**src/design/sfr_pkg.sv**
```systemverilog
`default_nettype none
// ----------------------------------------------------------------------------
// sfr_pkg
// Shared types and constants of the serial frame receiver.
// ----------------------------------------------------------------------------
package sfr_pkg;

    localparam int MAX_PAYLOAD = 1024;

    localparam logic [1:0] OP_PUSH    = 2'd0;
    localparam logic [1:0] OP_READ    = 2'd1;
    localparam logic [1:0] OP_RELEASE = 2'd2;

    localparam logic [1:0] ST_IDLE = 2'd0;
    localparam logic [1:0] ST_HELD = 2'd1;
    localparam logic [1:0] ST_DROP = 2'd2;

    localparam logic [7:0]  START_BYTE = 8'hAA;
    localparam logic [7:0]  END_BYTE   = 8'h55;
    localparam logic [15:0] CRC_INIT   = 16'hFFFF;
    localparam logic [15:0] CRC_POLY   = 16'hA001;

    typedef struct packed {
        logic [1:0] op;
        logic [7:0] rx_byte;
        logic [9:0] read_index;
    } t_cmd;

    function automatic logic [15:0] crc_byte(input logic [15:0] c, input logic [7:0] d);
        logic [15:0] r;
        r = c ^ {8'd0, d};
        for (int b = 0; b < 8; b++) begin
            r = r[0] ? ((r >> 1) ^ CRC_POLY) : (r >> 1);
        end
        return r;
    endfunction

endpackage
`default_nettype wire

```
**src/design/sfr_cmd_fifo.sv**
```systemverilog
`default_nettype none
// ----------------------------------------------------------------------------
// sfr_cmd_fifo
// Short command queue between the input front and the frame engine.
// ----------------------------------------------------------------------------
module sfr_cmd_fifo
    import sfr_pkg::*;
(
    input  wire logic i_clk,
    input  wire logic i_rst_n,
    input  wire logic i_wr_valid,
    output logic      o_wr_ready,
    input  wire t_cmd i_wr_data,
    output logic      o_rd_valid,
    input  wire logic i_rd_ready,
    output t_cmd      o_rd_data
);
    t_cmd       r_mem [4];
    logic [1:0] r_wp, r_rp;
    logic [2:0] r_cnt;
    logic       w_wr, w_rd;

    assign o_wr_ready = (r_cnt != 3'd4);
    assign o_rd_valid = (r_cnt != 3'd0);
    assign o_rd_data  = r_mem[r_rp];
    assign w_wr = i_wr_valid && o_wr_ready;
    assign w_rd = o_rd_valid && i_rd_ready;

    always_ff @(posedge i_clk) begin
        if (!i_rst_n) begin
            r_wp <= '0;
            r_rp <= '0;
            r_cnt <= '0;
        end else begin
            if (w_wr) r_wp <= r_wp + 2'd1;
            if (w_rd) r_rp <= r_rp + 2'd1;
            r_cnt <= r_cnt + {2'd0, w_wr} - {2'd0, w_rd};
        end
    end

    always_ff @(posedge i_clk) begin
        if (w_wr) r_mem[r_wp] <= i_wr_data;
    end

    a_cnt_max: assert property (@(posedge i_clk) disable iff (!i_rst_n) r_cnt <= 3'd4)
        else $error("queue count overflow");
    a_ptr: assert property (@(posedge i_clk) disable iff (!i_rst_n)
        r_cnt[1:0] == r_wp - r_rp) else $error("pointer mismatch");
    a_full_no_wr: assert property (@(posedge i_clk) disable iff (!i_rst_n)
        (r_cnt == 3'd4 && !w_rd) |=> r_cnt == 3'd4) else $error("full lost");
endmodule
`default_nettype wire

```
**config.mk**
```make
export PLATFORM = sky130hd
export DESIGN_NAME = sfr_cmd_fifo
export DESIGN_NICKNAME = d
export VERILOG_FILES = /design/src/design/sfr_pkg.sv /design/src/design/sfr_cmd_fifo.sv
export SDC_FILE = /design/constraint.sdc
export NUM_CORES = 1
export LEC_CHECK = 0
export BUFFER_PORTS_ARGS = -buffer_cell sky130_fd_sc_hd__clkbuf_2
export CORE_UTILIZATION = 55
export DETAILED_ROUTE_END_ITERATION = 7
export PLACE_DENSITY = 0.8
export SLEW_MARGIN = 25
export SYNTH_ARGS = -nofsm -noshare
export SYNTH_HDL_FRONTEND = slang
export SYNTH_SLANG_ARGS = --single-unit
```
**constraint.sdc**
```tcl
create_clock -name i_clk -period 2.6 [get_ports i_clk]
set_input_delay 0.65 -clock i_clk [delete_from_list [all_inputs] [get_ports i_clk]]
set_output_delay 0.65 -clock i_clk [all_outputs]
set_load 0.01 [all_outputs]
```
After elaboration in Yosys (flattened, before gate mapping). Memories as Yosys holds them, arrays and structs flattened. A register that Yosys moved wholly into a read port is not among the register bits. Index checks and enable logic that the tools add are counted.

Mux-type cells: 4. Reduce and logical (&&, ||, !) cells: 3. Equality and inequality tests: 1. $add $sub $neg: 4.

Operators with widths (count): 2-bit by 1-bit adder with 2-bit output (second input constant) (2); 2-bit two-way mux (2); 3-bit by 1-bit adder with 3-bit output (1); 3-bit != test (second input constant) (1); 3-bit nonzero test (1); 3-bit by 1-bit subtractor with 3-bit output (1); 1-bit logical AND (2); 1-bit two-way mux (2).

Logic and storage cells: 16. RAM bits: 80. Memories kept: 1. Register bits after elaboration: 7. Input port bits: 24.

Memories: r_mem (words 4, width 20, read ports 1, clocked after Yosys merged registers in 1, wr ports 1, line sfr_cmd_fifo.sv:18) `t_cmd r_mem [4];`.

Longest topological paths before layout. Gate-level depths: netlist (run 1).

Depth in word-level cells: 4. Mapped depth: 11. Mapped depth without buffers: 11.

Least setup slack after synthesis (run 1). Ideal clock, no wire load.

Path kind: input-to-reg. From: input port i_wr_valid. To: register r_cnt[2]. Setup time: 0.115 ns. Buffers on the path: 0. Path slack: 0.262 ns. Data arrival time: 2.224 ns. Cell stages on the path: 10. Path through: a21boi_2 -> inv_1 -> ha_1 -> inv_1 -> ha_1 -> inv_1 -> fa_1 -> xnor2_1 -> xnor2_1 -> and2_1.

Cells in the longest elaborated chain, start to end: 3.

RTL lines: from (decl) (line sfr_cmd_fifo.sv:11) `input wire logic i_wr_valid,`; 1-bit logical AND (line sfr_cmd_fifo.sv:26) `assign w_wr = i_wr_valid && o_wr_ready;`; 3-bit by 1-bit adder with 3-bit output (line sfr_cmd_fifo.sv:37) `r_cnt <= r_cnt + {2'd0, w_wr} - {2'd0, w_rd};`; 3-bit by 1-bit subtractor with 3-bit output (line sfr_cmd_fifo.sv:37); to (signal assigned) (line sfr_cmd_fifo.sv:37); to (decl) (line sfr_cmd_fifo.sv:20) `logic [2:0] r_cnt;`.

No other way between the ends. A chain may end at the register's enable or synchronous reset.

==> results of run 1 <==
-- final timing paths --
kind | start | to | slack (ps) | depth (start not counted)
setup reg to reg | r_cnt[1]$_SDFF_PN0_ | r_cnt[2]$_SDFF_PN0_ | 330 | 11
hold / removal | i_wr_data[3] | r_mem[2][3]$_DFFE_PP_ | 510 | 1
hold reg to reg | r_wp[0]$_SDFFE_PN0P_ | r_wp[0]$_SDFFE_PN0P_ | 520 | 2
setup / recovery | flip-flop | o_rd_data[6] | 190 | 3
-- final cells by class --
type / instances / area [um2]
Multi-Input combinational cell: 53 / 731
Clock inverter: 7 / 119
Fill cell: 374 / 1940
Tap cell: 75 / 93.8
Inverter: 5 / 18.8
Clock buffer: 9 / 124
Timing Repair Buffer: 56 / 308
Sequential cell: 89 / 2580
-- cell usage in the layout (no fill, tap or decap) --
| cell type | n |
|---|---|
| sky130_fd_sc_hd__a21boi_2 | 1 |
| sky130_fd_sc_hd__and2_1 | 7 |
| sky130_fd_sc_hd__buf_4 | 11 |
| sky130_fd_sc_hd__bufinv_16 | 3 |
| sky130_fd_sc_hd__clkbuf_2 | 45 |
| sky130_fd_sc_hd__clkbuf_8 | 9 |
| sky130_fd_sc_hd__clkinv_1 | 1 |
| sky130_fd_sc_hd__clkinv_4 | 2 |
| sky130_fd_sc_hd__clkinvlp_4 | 1 |
| sky130_fd_sc_hd__dfxtp_1 | 9 |
| sky130_fd_sc_hd__edfxtp_1 | 80 |
| sky130_fd_sc_hd__fa_1 | 1 |
| sky130_fd_sc_hd__ha_1 | 6 |
| sky130_fd_sc_hd__inv_1 | 5 |
| sky130_fd_sc_hd__mux2i_1 | 2 |
| sky130_fd_sc_hd__mux4_2 | 20 |
| sky130_fd_sc_hd__nand2_1 | 5 |
| sky130_fd_sc_hd__nor2_1 | 1 |
| sky130_fd_sc_hd__nor2b_1 | 3 |
| sky130_fd_sc_hd__o311ai_2 | 1 |
| sky130_fd_sc_hd__o31a_2 | 1 |
| sky130_fd_sc_hd__or3_2 | 1 |
| sky130_fd_sc_hd__xnor2_1 | 4 |
-- logic make-up (layout without fill, tap and decap cells) --
group / after synthesis / after routing / share of synthesized area
flip-flops: 89 / 89 / 0.767
buffers and inverters: 10 / 77 / 0.0163
adder cells (fa/ha/maj): 7 / 7 / 0.0282
AND/OR/NAND/NOR: 17 / 17 / 0.0275
XOR/XNOR: 4 / 4 / 0.0104
multiplexers: 22 / 22 / 0.140
AO/OA/AOI/OAI: 3 / 3 / 0.0111
-- where the power goes --
group / internal, W / switching [W] / leakage, nW
registers: 0.00174 / 0.0000811 / 0.807
logic: 0.000463 / 0.000461 / 0.484
clock network: 0.000637 / 0.000448 / 0.117
-- registers in the layout, indices dropped and copies added, names as in the netlist, named ones only --
register / cells
r_rp: 2
r_cnt: 3
r_mem: 80
r_wp: 2
-- cell usage after synthesis --
cell | n | area share
sky130_fd_sc_hd__fa_1 | 1 | 0.0059
sky130_fd_sc_hd__or3_2 | 1 | 0.0022
sky130_fd_sc_hd__nor2_1 | 1 | 0.0011
sky130_fd_sc_hd__o311ai_2 | 1 | 0.0048
sky130_fd_sc_hd__nor2b_1 | 3 | 0.0056
sky130_fd_sc_hd__dfxtp_1 | 9 | 0.053
sky130_fd_sc_hd__edfxtp_1 | 80 | 0.71
sky130_fd_sc_hd__xnor2_1 | 4 | 0.010
sky130_fd_sc_hd__mux4_2 | 20 | 0.13
sky130_fd_sc_hd__clkbuf_1 | 1 | 0.0011
sky130_fd_sc_hd__and2_1 | 7 | 0.013
sky130_fd_sc_hd__buf_6 | 2 | 0.0067
sky130_fd_sc_hd__ha_1 | 6 | 0.022
sky130_fd_sc_hd__buf_2 | 2 | 0.0030
sky130_fd_sc_hd__inv_1 | 5 | 0.0056
sky130_fd_sc_hd__o31a_2 | 1 | 0.0030
sky130_fd_sc_hd__nand2_1 | 5 | 0.0056
sky130_fd_sc_hd__mux2i_1 | 2 | 0.0059
sky130_fd_sc_hd__a21boi_2 | 1 | 0.0033
-- stage by stage --
stage | hold slack (ps) | utilization | setup slack [ps] | area [um2] | cells
floorplan | 468 | - | 262 | 3370 | 152
global placement | 478 | 0.631 | 297 | 3730 | 278
detailed placement | 513 | 0.631 | 188 | 3730 | 278
CTS | 503 | 0.672 | 144 | 3980 | 294
global route | 499 | 0.672 | 82.0 | 3980 | 294
finish | 514 | 0.672 | 191 | 3980 | 294
-- layer usage --
layer	global-route usage	vias to the layer above	wire length, um
li1	-	729	-
met1	0.215	821	2110
met2	0.311	36	2850
met3	0.0500	11	199
met4	0.0911	0	119
met5	0	-	0
==> results, run 1 <==
- The run finished with clean final reports.
- The clock passes through at most 2 buffers.
- In this run the vertical extent of the chip is 80.3 um.
- Counting every instance in the synthesized netlist gives 152.
- The congestion estimate from routability-driven global placement came to 0.704.
- The highest attainable clock frequency is 415 MHz.
- The slowest library cell on the worst path is sky130_fd_sc_hd__mux4_2.
- The post-CTS resize count is 0.
- Buffers added to address setup during post-CTS repair amount to 0.
- After the first detailed-routing iteration, the DRC count stood at 90.
- For this run, design rule violations remaining after detail routing come to 0.
- The final number of max-transition violations was 0.
- Yosys printed 0 warnings.
- The number of hold buffers added after cts is 0.
- The number of hold-slack violations in the final timing report is 0.
- Setup violations remaining at the end of the flow were counted as 0.
- Setup repair after global routing left no endpoint under its margin.
- The number of search-and-repair iterations in the first detailed-routing pass is 4.
- Among cell families on the critical path, the largest total delay comes from multiplexers.
- The worst path in the final design needs a cycle of 2410 ps, including I/O delays and setup.
- For this run, the post-layout net count is 245.
- The routed layout has 1597 vias.
- The category of the worst setup path launch point is a flip-flop.
- The mean post-synth cell area is 22.2 um2.
- The count of buffer and inverter cells on the critical path is 2.
- 46 I/O pins were placed.
- For this configuration, the core starts out at a cell density of 0.569.
- The worst slew margin relative to its limit is 0.733.
- In the final timing run, aggregate negative setup slack is 0 ps.
- Clock skew on the completed layout was measured at 6.01 ps.
- The number of buffers added on ports is 45.
- The site row count is 28.
- For this run, the register share of the synthesized area comes to 0.767.
- The count of state elements after synthesis is 89.
- Entering global routing, the biggest net connects 21 pins.
- The deepest level of the CTS H-tree is 3.
- The number of distinct library cells after synthesis is 19.
- The worst-path maximum fanout is 20.
- The remaining number of nets flagged by the antenna check after routing is 0.
- The clock transition at the registers of the reported paths is 80 ps.
- The area of the core is 5920 um2.
- The layout-stage area growth over the synthesis result is 18.1%.
- The completed layout was analyzed and its total power is 0.00383 W.
- The first global-routing pass estimated 8090 um of wire.
- The overall die area is 6440 um2.
- The root cell of the clock tree is sky130_fd_sc_hd__clkbuf_8.
- The number of global-route vias before repair is 1671.
- The total power per unit cell area is 964 nW/um2.
- The post-synthesis net count is 183.
- Across every metal layer, demand over resource in global routing totals 0.183.
- The initial antenna violation count was 0.
- In the final layout, the share of cells above drive strength 1 is 0.434.
- The clock net in this run drives a total of 89 sinks.
- The via density per instance is 5.43.
- The actual transition at the worst max-transition pin is 401 ps.
- TritonCTS built the clock tree.
- Max-cap violations in this run came to 0.
- After legalization and detailed placement, the total HPWL measured 3660 um.
- The number of antenna diodes in the final layout is 0.
- Traced cell by cell, the critical path runs through buf_4 -> mux4_2 -> clkbuf_2.
- TritonCTS created 9 clock buffers.
- The part of the cycle the worst path needs is 0.926.
- The detailed-route wire length per cell is 17.9 um.
- Data on the critical path arrives at its endpoint at 1760 ps.
- For the worst-skew pair, the clock arrives at the later sink with an insertion delay of 350 ps.
- The static leakage is 1.41 nW.
- The total overflow left after global routing is 0.
- At the worst endpoint, the required time is 1950 ps.
- IR analysis of the VDD net gives a maximum drop of 0.680 mV.
- After detailed routing, the total wire length is 5270 um.
- The type of the most critical hold path is in -> reg.
- The category of the most critical setup path is reg -> out.
- The die outline width is 80.3 um.
- STA classifies the critical path endpoint as a primary output.
- The area of the mapped netlist is 3370 um2.
- The delay of the slowest cell on the worst path is 580 ps.
No activity file was read; power rests on OpenSTA's default activity.
==> run 2, diff against run 1 <==
--- a/config.mk
+++ b/config.mk
@@ -7,6 +7,8 @@
 export LEC_CHECK = 0
 export BUFFER_PORTS_ARGS = -buffer_cell sky130_fd_sc_hd__clkbuf_2
 export CORE_UTILIZATION = 55
+export CTS_BUF_LIST = sky130_fd_sc_hd__clkbuf_16
+export CTS_CLUSTER_SIZE = 20
 export DETAILED_ROUTE_END_ITERATION = 7
 export PLACE_DENSITY = 0.8
 export SLEW_MARGIN = 25
==> results, run 2 (synthesis gave the netlist of run 1 again) <==
- The detailed-route DRC error count came to 0 (unchanged).
- The layout-stage area growth over the synthesis result is 21.1%.
- The largest net degree at the start of global routing is 21 (unchanged).
- The buffer depth of the longest clock path is 2 (unchanged).
- The worst hold slack is 520 ps (+6.30 ps).
- The deepest level of the CTS H-tree is 3 (unchanged).
- The highest attainable clock frequency is 420 MHz (+1.1%).
- The area of the core is 5920 um2 (unchanged).
- The worst-path maximum fanout is 20 (unchanged).
- The area used by multi-input combinational logic is 731 um2 (unchanged).
- The number of search-and-repair iterations in the first detailed-routing pass came to 4 (unchanged).
- The part of the total power dissipated in the clock network is 0.342 (+0.059).
- The instance area at placement is 3730 um2 (unchanged).
- The tightest min-delay check is of the reg -> reg type.
- In the layout the commonest cells are sky130_fd_sc_hd__edfxtp_1 (80), sky130_fd_sc_hd__clkbuf_2 (45), sky130_fd_sc_hd__mux4_2 (20).
- The internal power component is 0.00314 W (+11%).
- The final number of max-transition violations is 0 (unchanged).
- The detailed-route wire length is 5440 um (+3.1%).
- The clock transition at the registers of the reported paths was 60 ps (-20 ps).
- The data arrival time of the critical path is 1730 ps (-30 ps).
- The number of sinks handled by clock tree synthesis came to 89 (unchanged).
- The die outline width was 80.3 um (unchanged).
- The count of cells along the worst hold path is 2 (+1).
- The library cell used most frequently in the layout, excluding fill and tap cells, is sky130_fd_sc_hd__edfxtp_1.
- The post-DP HPWL is 3660 um (unchanged).
- The number of failing setup endpoints in the final timing report is 0 (unchanged).
- The combinational group share of total power is 0.221 (-0.020).
- The fraction of layout cells with a size suffix above 1 is 0.434 (unchanged).
- The number of buffers added on ports is 45 (unchanged).
- The endpoint of the worst-slack reg-to-reg timing path is r_cnt[2]$_SDFF_PN0_.
- The depth of the worst register-to-register path is 11 (unchanged).
- In this run the most critical hold path is launched from r_wp[0]$_SDFFE_PN0P_.
- The detailed-route via count was 1599 (+0.13%).
- The leftover overflow at the end of global routing is 0 (unchanged).
- Setup repair after global routing left no endpoint under its margin.
- The starting density of the core is 0.569 (unchanged).
- The switching portion of total power is 0.248 (-0.0104).
- The share of total power in sequential cells is 0.436 (-0.039).
- The number of design-rule violations left by the first detailed-router iteration was 62 (-31%).
- The layout net count is 245 (unchanged).
- The number of clock buffers inserted by TritonCTS came to 9 (unchanged).
- The remaining number of nets flagged by the antenna check after routing is 0 (unchanged).
- The post-CTS resize count is 0 (unchanged).
- Following the worst setup path forward leads to its endpoint at o_rd_data[6].
- The overall die area came to 6440 um2 (unchanged).
- The peak supply drop is 0.584 mV (-14%).
- In the final layout, the registers with the most flip-flops are r_mem x80, r_cnt x3.
- The total inserted antenna cells is 0 (unchanged).
- The number of hold buffers added after cts came to 0 (unchanged).
- The total power per unit cell area is 1030 nW/um2 (+6.4%).
- The category of the most critical setup path is reg -> out.
- The flow ran to the end, and the final reports show no timing, DRC or antenna violations.
- The via density per instance is 5.44 (+0.13%).
- The worst path setup slack after routing came to 217 ps (+25.5 ps).
- The static leakage came to 1.45 nW (+3.3%).
- The actual transition at the worst max-transition pin is 394 ps (-6.95 ps).
- The worst clock skew came to 5.46 ps (-0.558 ps).
- The cell area after layout is 4080 um2 (+2.5%).
- The global placer's final weighted congestion is 0.704 (unchanged).
- The worst slew margin relative to its limit is 0.737 (+0.00463).
- The clock tree from TritonCTS is built.
- The flip-flop count of the largest register, all copies and words added is 80 (unchanged).
- The number of global-route vias before repair was 1685 (+0.84%).
- The number of max-cap violations was 0 (unchanged).
- The worst setup slack before clock tree synthesis came to 188 ps (unchanged).
- In this run the critical register-to-register path is launched from r_cnt[1]$_SDFF_PN0_.
- The clock latency of the later-clocked register in the worst-skew pair is 330 ps (-20 ps).
- The number of primary I/O pins came to 46 (unchanged).
- The number of hold-slack violations in the final timing report is 0 (unchanged).
- The part of the cycle the worst path needs is 0.917 (-0.00983).
- The number of fill cells is 361 (-3.5%).
- The vertical extent of the die came to 80.3 um (unchanged).
- The detailed-route wire length per cell was 18.5 um (+3.1%).
- The site row count was 28 (unchanged).
- The wire length of the first global-routing pass is 8400 um (+3.8%).
- The category of the worst setup path launch point is a flip-flop.
- The endpoint required time on the critical path is 1950 ps (about the same).
- The total routing resource utilization after global routing was 0.192 (+0.00908).
- Ranked by flip-flop count, first place goes to r_mem.
- The count of buffers added by post-CTS timing repair for setup came to 0 (unchanged).
- The time the worst path needs with I/O delays and setup is 2380 ps (-25.5 ps).
- The switching power of the nets is 0.00104 W (+4.7%).
- The area occupied by registers came to 2580 um2 (unchanged).
- The initial antenna violation count was 0 (unchanged).
- The capturing element type of the critical path is a primary output.
- The final setup TNS is 0 ps (unchanged).
- The internal reg-to-reg setup slack is 330 ps (about the same).
- The root cell of the clock tree is sky130_fd_sc_hd__clkbuf_16.
run 2: cell counts in the layout (fill, tap and decap cells not counted):
No cell type changed its count.
run 2: how the worst min path moves through the flow:
stage,end,slack [ps]
3_3_place_gp,r_wp[0]$_SDFFE_PN0P_,480
3_5_place_dp,r_wp[0]$_SDFFE_PN0P_,510
2_1_floorplan,r_wp[1]$_SDFFE_PN0P_,470
5_1_grt,r_mem[2][18]$_DFFE_PP_,520
4_1_cts,r_wp[0]$_SDFFE_PN0P_,520
6_report,r_wp[0]$_SDFFE_PN0P_,520
run 2: worst max-delay path, cell delays in order (launching register included):
cell	delay (ps)
sky130_fd_sc_hd__dfxtp_1	310
sky130_fd_sc_hd__buf_4	360
sky130_fd_sc_hd__mux4_2	580
sky130_fd_sc_hd__clkbuf_2	150
run 2: metal layers:
| metal | share of wire | wire (um) | global-route usage |
|---|---|---|---|
| met4 | 0.012 | 67 | 0.0768 |
| met5 | 0 | 0 | 0 |
| met3 | 0.041 | 224 | 0.0670 |
| met1 | 0.38 | 2060 | 0.217 |
| met2 | 0.57 | 3090 | 0.333 |
run 2: cell type report:
cell class,count,area share
timing repair buffer,56,0.0755
tap,75,0.0230
clock inverter,7,0.0292
inverter,5,0.00460
multi-input combinational,53,0.179
clock buffer,9,0.0552
sequential,89,0.633
run 2: per-stage QoR:
stage	utilization	total power, W	std cells
floorplan	-	0.00248	152
global route	0.689	0.00437	294
finish	0.689	0.00418	294
CTS	0.689	0.00422	294
global placement	0.631	0.00273	278
detailed placement	0.631	0.00280	278
run 2: power by group through the flow:
stage | Clock, W | Combinational [W] | Sequential [W]
global route | 0.00151 | 0.00102 | 0.00184
floorplan | 0 | 0.000642 | 0.00183
detailed placement | 0 | 0.000940 | 0.00186
global placement | 0 | 0.000899 | 0.00183
CTS | 0.00145 | 0.000944 | 0.00183
finish | 0.00143 | 0.000925 | 0.00182
==> run 3, diff against run 2 <==
--- a/config.mk
+++ b/config.mk
@@ -5,12 +5,12 @@
 export SDC_FILE = /design/constraint.sdc
 export NUM_CORES = 1
 export LEC_CHECK = 0
-export BUFFER_PORTS_ARGS = -buffer_cell sky130_fd_sc_hd__clkbuf_2
 export CORE_UTILIZATION = 55
 export CTS_BUF_LIST = sky130_fd_sc_hd__clkbuf_16
 export CTS_CLUSTER_SIZE = 20
 export DETAILED_ROUTE_END_ITERATION = 7
-export PLACE_DENSITY = 0.8
+export DONT_BUFFER_PORTS = 1
+export PLACE_DENSITY = 0.73
 export SLEW_MARGIN = 25
 export SYNTH_ARGS = -nofsm -noshare
 export SYNTH_HDL_FRONTEND = slang
==> results, run 3 (synthesis gave the netlist of run 1 again) <==
- The endpoint required time on the critical path was 2830 ps (+880 ps).
- The delay of the slowest cell on the worst path came to 480 ps (-100 ps).
- The overall power consumption is 0.00372 W (-11%).
- The final setup TNS is 0 ps (unchanged).
- The worst-path maximum fanout was 6 (-70%).
- The worst setup path startpoint is r_cnt[1]$_SDFF_PN0_.
- The worst setup path is of the reg -> reg kind.
- The number of sinks handled by clock tree synthesis was 89 (unchanged).
- The worst setup slack before clock tree synthesis came to 237 ps (+49.0 ps).
- The worst setup path is captured at a flip-flop.
- TritonCTS built the clock tree.
- The highest attainable clock frequency was 432 MHz (+2.9%).
- Counting stages on the worst path, the most repeated cell is sky130_fd_sc_hd__inv_1.
- The register bank with the most flops is r_mem.
- The buffer depth of the longest clock path came to 2 (unchanged).
- The source of the worst register-to-register timing path is r_cnt[1]$_SDFF_PN0_.
- The data arrival time of the critical path was 2540 ps (+810 ps).
- The number of primary I/O pins came to 46 (unchanged).
- The leftover overflow at the end of global routing was 0 (unchanged).
- The slowest library cell on the worst path is sky130_fd_sc_hd__dfxtp_1.
- The number of clock buffers inserted by TritonCTS was 9 (unchanged).
- The post-CTS resize count is 0 (unchanged).
- The worst clock skew is 6.62 ps (+1.17 ps).
- The core utilization of the finished layout came to 0.637 (-0.0520).
- The number of failing setup endpoints in the final timing report is 0 (unchanged).
- Setup repair after global routing left no endpoint under its margin.
- The time the worst path needs with I/O delays and setup is 2320 ps (-66.3 ps).
- The part of the cycle the worst path needs is 0.891 (-0.0255).
- The worst path setup slack after routing is 283 ps (+66.3 ps).
- The actual transition at the worst max-transition pin is 307 ps (-87.5 ps).
- The count of buffers added by post-CTS timing repair for setup came to 0 (unchanged).
- The detailed-route via count was 1380 (-14%).
- The instance area at placement is 3510 um2 (-6.1%).
- The number of design-rule violations left by the first detailed-router iteration was 56 (-9.7%).
- The largest registers in the layout are r_mem x80, r_cnt x3.
- The flip-flop count of the largest register, all copies and words added was 80 (unchanged).
- The die outline width is 80.3 um (unchanged).
- The number of fill cells was 391 (+8.3%).
- The overall die area is 6440 um2 (unchanged).
- The total routing resource utilization after global routing is 0.176 (-0.0166).
- The number of search-and-repair iterations in the first detailed-routing pass came to 4 (unchanged).
- The library cell used most frequently in the layout, excluding fill and tap cells, is sky130_fd_sc_hd__edfxtp_1.
- The detailed-route wire length is 4890 um (-10%).
- The post-DP HPWL is 3160 um (-14%).
- Clock tree synthesis selected as its root buffer the cell sky130_fd_sc_hd__clkbuf_16.
- The clock latency of the later-clocked register in the worst-skew pair is 330 ps (about the same).
- The wire length of the first global-routing pass is 7710 um (-8.1%).
- The via density per instance is 5.59 (+2.7%).
- The worst hold path begins at i_wr_data[16].
- The library cells used most frequently in the layout, excluding fill and tap cells, are sky130_fd_sc_hd__edfxtp_1 (80), sky130_fd_sc_hd__mux4_2 (20), sky130_fd_sc_hd__dfxtp_1 (9), sky130_fd_sc_hd__clkbuf_16 (9), sky130_fd_sc_hd__buf_4 (8).
- The initial antenna violation count is 0 (unchanged).
- The fraction of layout cells with a size suffix above 1 is 0.273 (-0.161).
- The number of global-route vias before repair is 1526 (-9.4%).
- STA classifies the critical path startpoint as a flip-flop.
- The peak supply drop is 0.594 mV (+1.8%).
- The vertical extent of the die is 80.3 um (unchanged).
- The number of buffers added on ports is 0 (-100%).
- The detailed-route wire length per cell is 19.8 um (+7.0%).
- The site row count is 28 (unchanged).
- The static leakage came to 1.23 nW (-15%).
- The final number of max-transition violations was 0 (unchanged).
- The layout net count is 198 (-19%).
- Relative to the synthesized area, the layout overhead comes to 11.9%.
- The worst slew margin relative to its limit is 0.796 (+0.0583).
- The largest net degree at the start of global routing was 21 (unchanged).
- The cell area after layout is 3770 um2 (-7.5%).
- The total inserted antenna cells was 0 (unchanged).
- In this run the worst hold path is classified as in -> reg.
- The gate family responsible for the most delay along the worst path is adder cells.
- The remaining number of nets flagged by the antenna check after routing is 0 (unchanged).
- The total power per unit cell area is 987 nW/um2 (-3.8%).
- The count of buffer and inverter cells on the critical path is 3 (+1).
- The number of hold buffers added after cts is 0 (unchanged).
- The number of hold-slack violations in the final timing report is 0 (unchanged).
- The flow ran to the end, and the final reports show no timing, DRC or antenna violations.
- The area of the core is 5920 um2 (unchanged).
- The deepest level of the CTS H-tree is 3 (unchanged).
- The starting density of the core came to 0.569 (unchanged).
- The detailed-route DRC error count came to 0 (unchanged).
- The clock transition at the registers of the reported paths was 60 ps (about the same).
- The global placer's final weighted congestion is 0.651 (-7.5%).
- Traced cell by cell, the critical path runs through nor2_1 -> a21boi_2 -> inv_1 -> ha_1 -> inv_1 -> ha_1 -> inv_1 -> fa_1 -> xnor2_1 -> xnor2_1 -> and2_1.
- The number of max-cap violations came to 0 (unchanged).
[run 3: per-stage QoR]
stage / instances / hold WS (ps)
final: 247 / 411
after global routing: 247 / 397
after CTS: 247 / 401
after detailed placement: 231 / 512
after global placement: 231 / 477
after floorplan: 152 / 468
[run 3: path summary, 6_finish.rpt]
check | to | slack (ps) | cells after the start
worst max-delay path | r_cnt[2]$_SDFF_PN0_ | 280 | 11
worst min-delay path | r_mem[1][16]$_DFFE_PP_ | 410 | 0
worst max register to register | r_cnt[2]$_SDFF_PN0_ | 280 | 11
worst min register to register | r_wp[0]$_SDFFE_PN0P_ | 520 | 2
[run 3: final cells by class]
| cell class | count | area (um2) | area share |
|---|---|---|---|
| clock buffer | 9 | 225 | 0.0597 |
| clock inverter | 7 | 38.8 | 0.0103 |
| inverter | 5 | 18.8 | 0.00498 |
| multi-input combinational | 53 | 731 | 0.194 |
| sequential | 89 | 2580 | 0.685 |
| tap | 75 | 93.8 | 0.0249 |
| timing repair buffer | 9 | 80.1 | 0.0212 |
[run 3: report_power, final]
group	internal, W	switching, W
Sequential	0.00174	0.0000789
Clock	0.000636	0.000487
Combinational	0.000372	0.000403
Total	0.00275	0.000969
[run 3: routing by layer]
metal / part of all wire / vias up / track usage
met5: 0 / - / 0
met4: 0.025 / 0 / 0.102
met3: 0.045 / 10 / 0.0511
met2: 0.54 / 33 / 0.302
met1: 0.39 / 700 / 0.194
li1: - / 637 / -
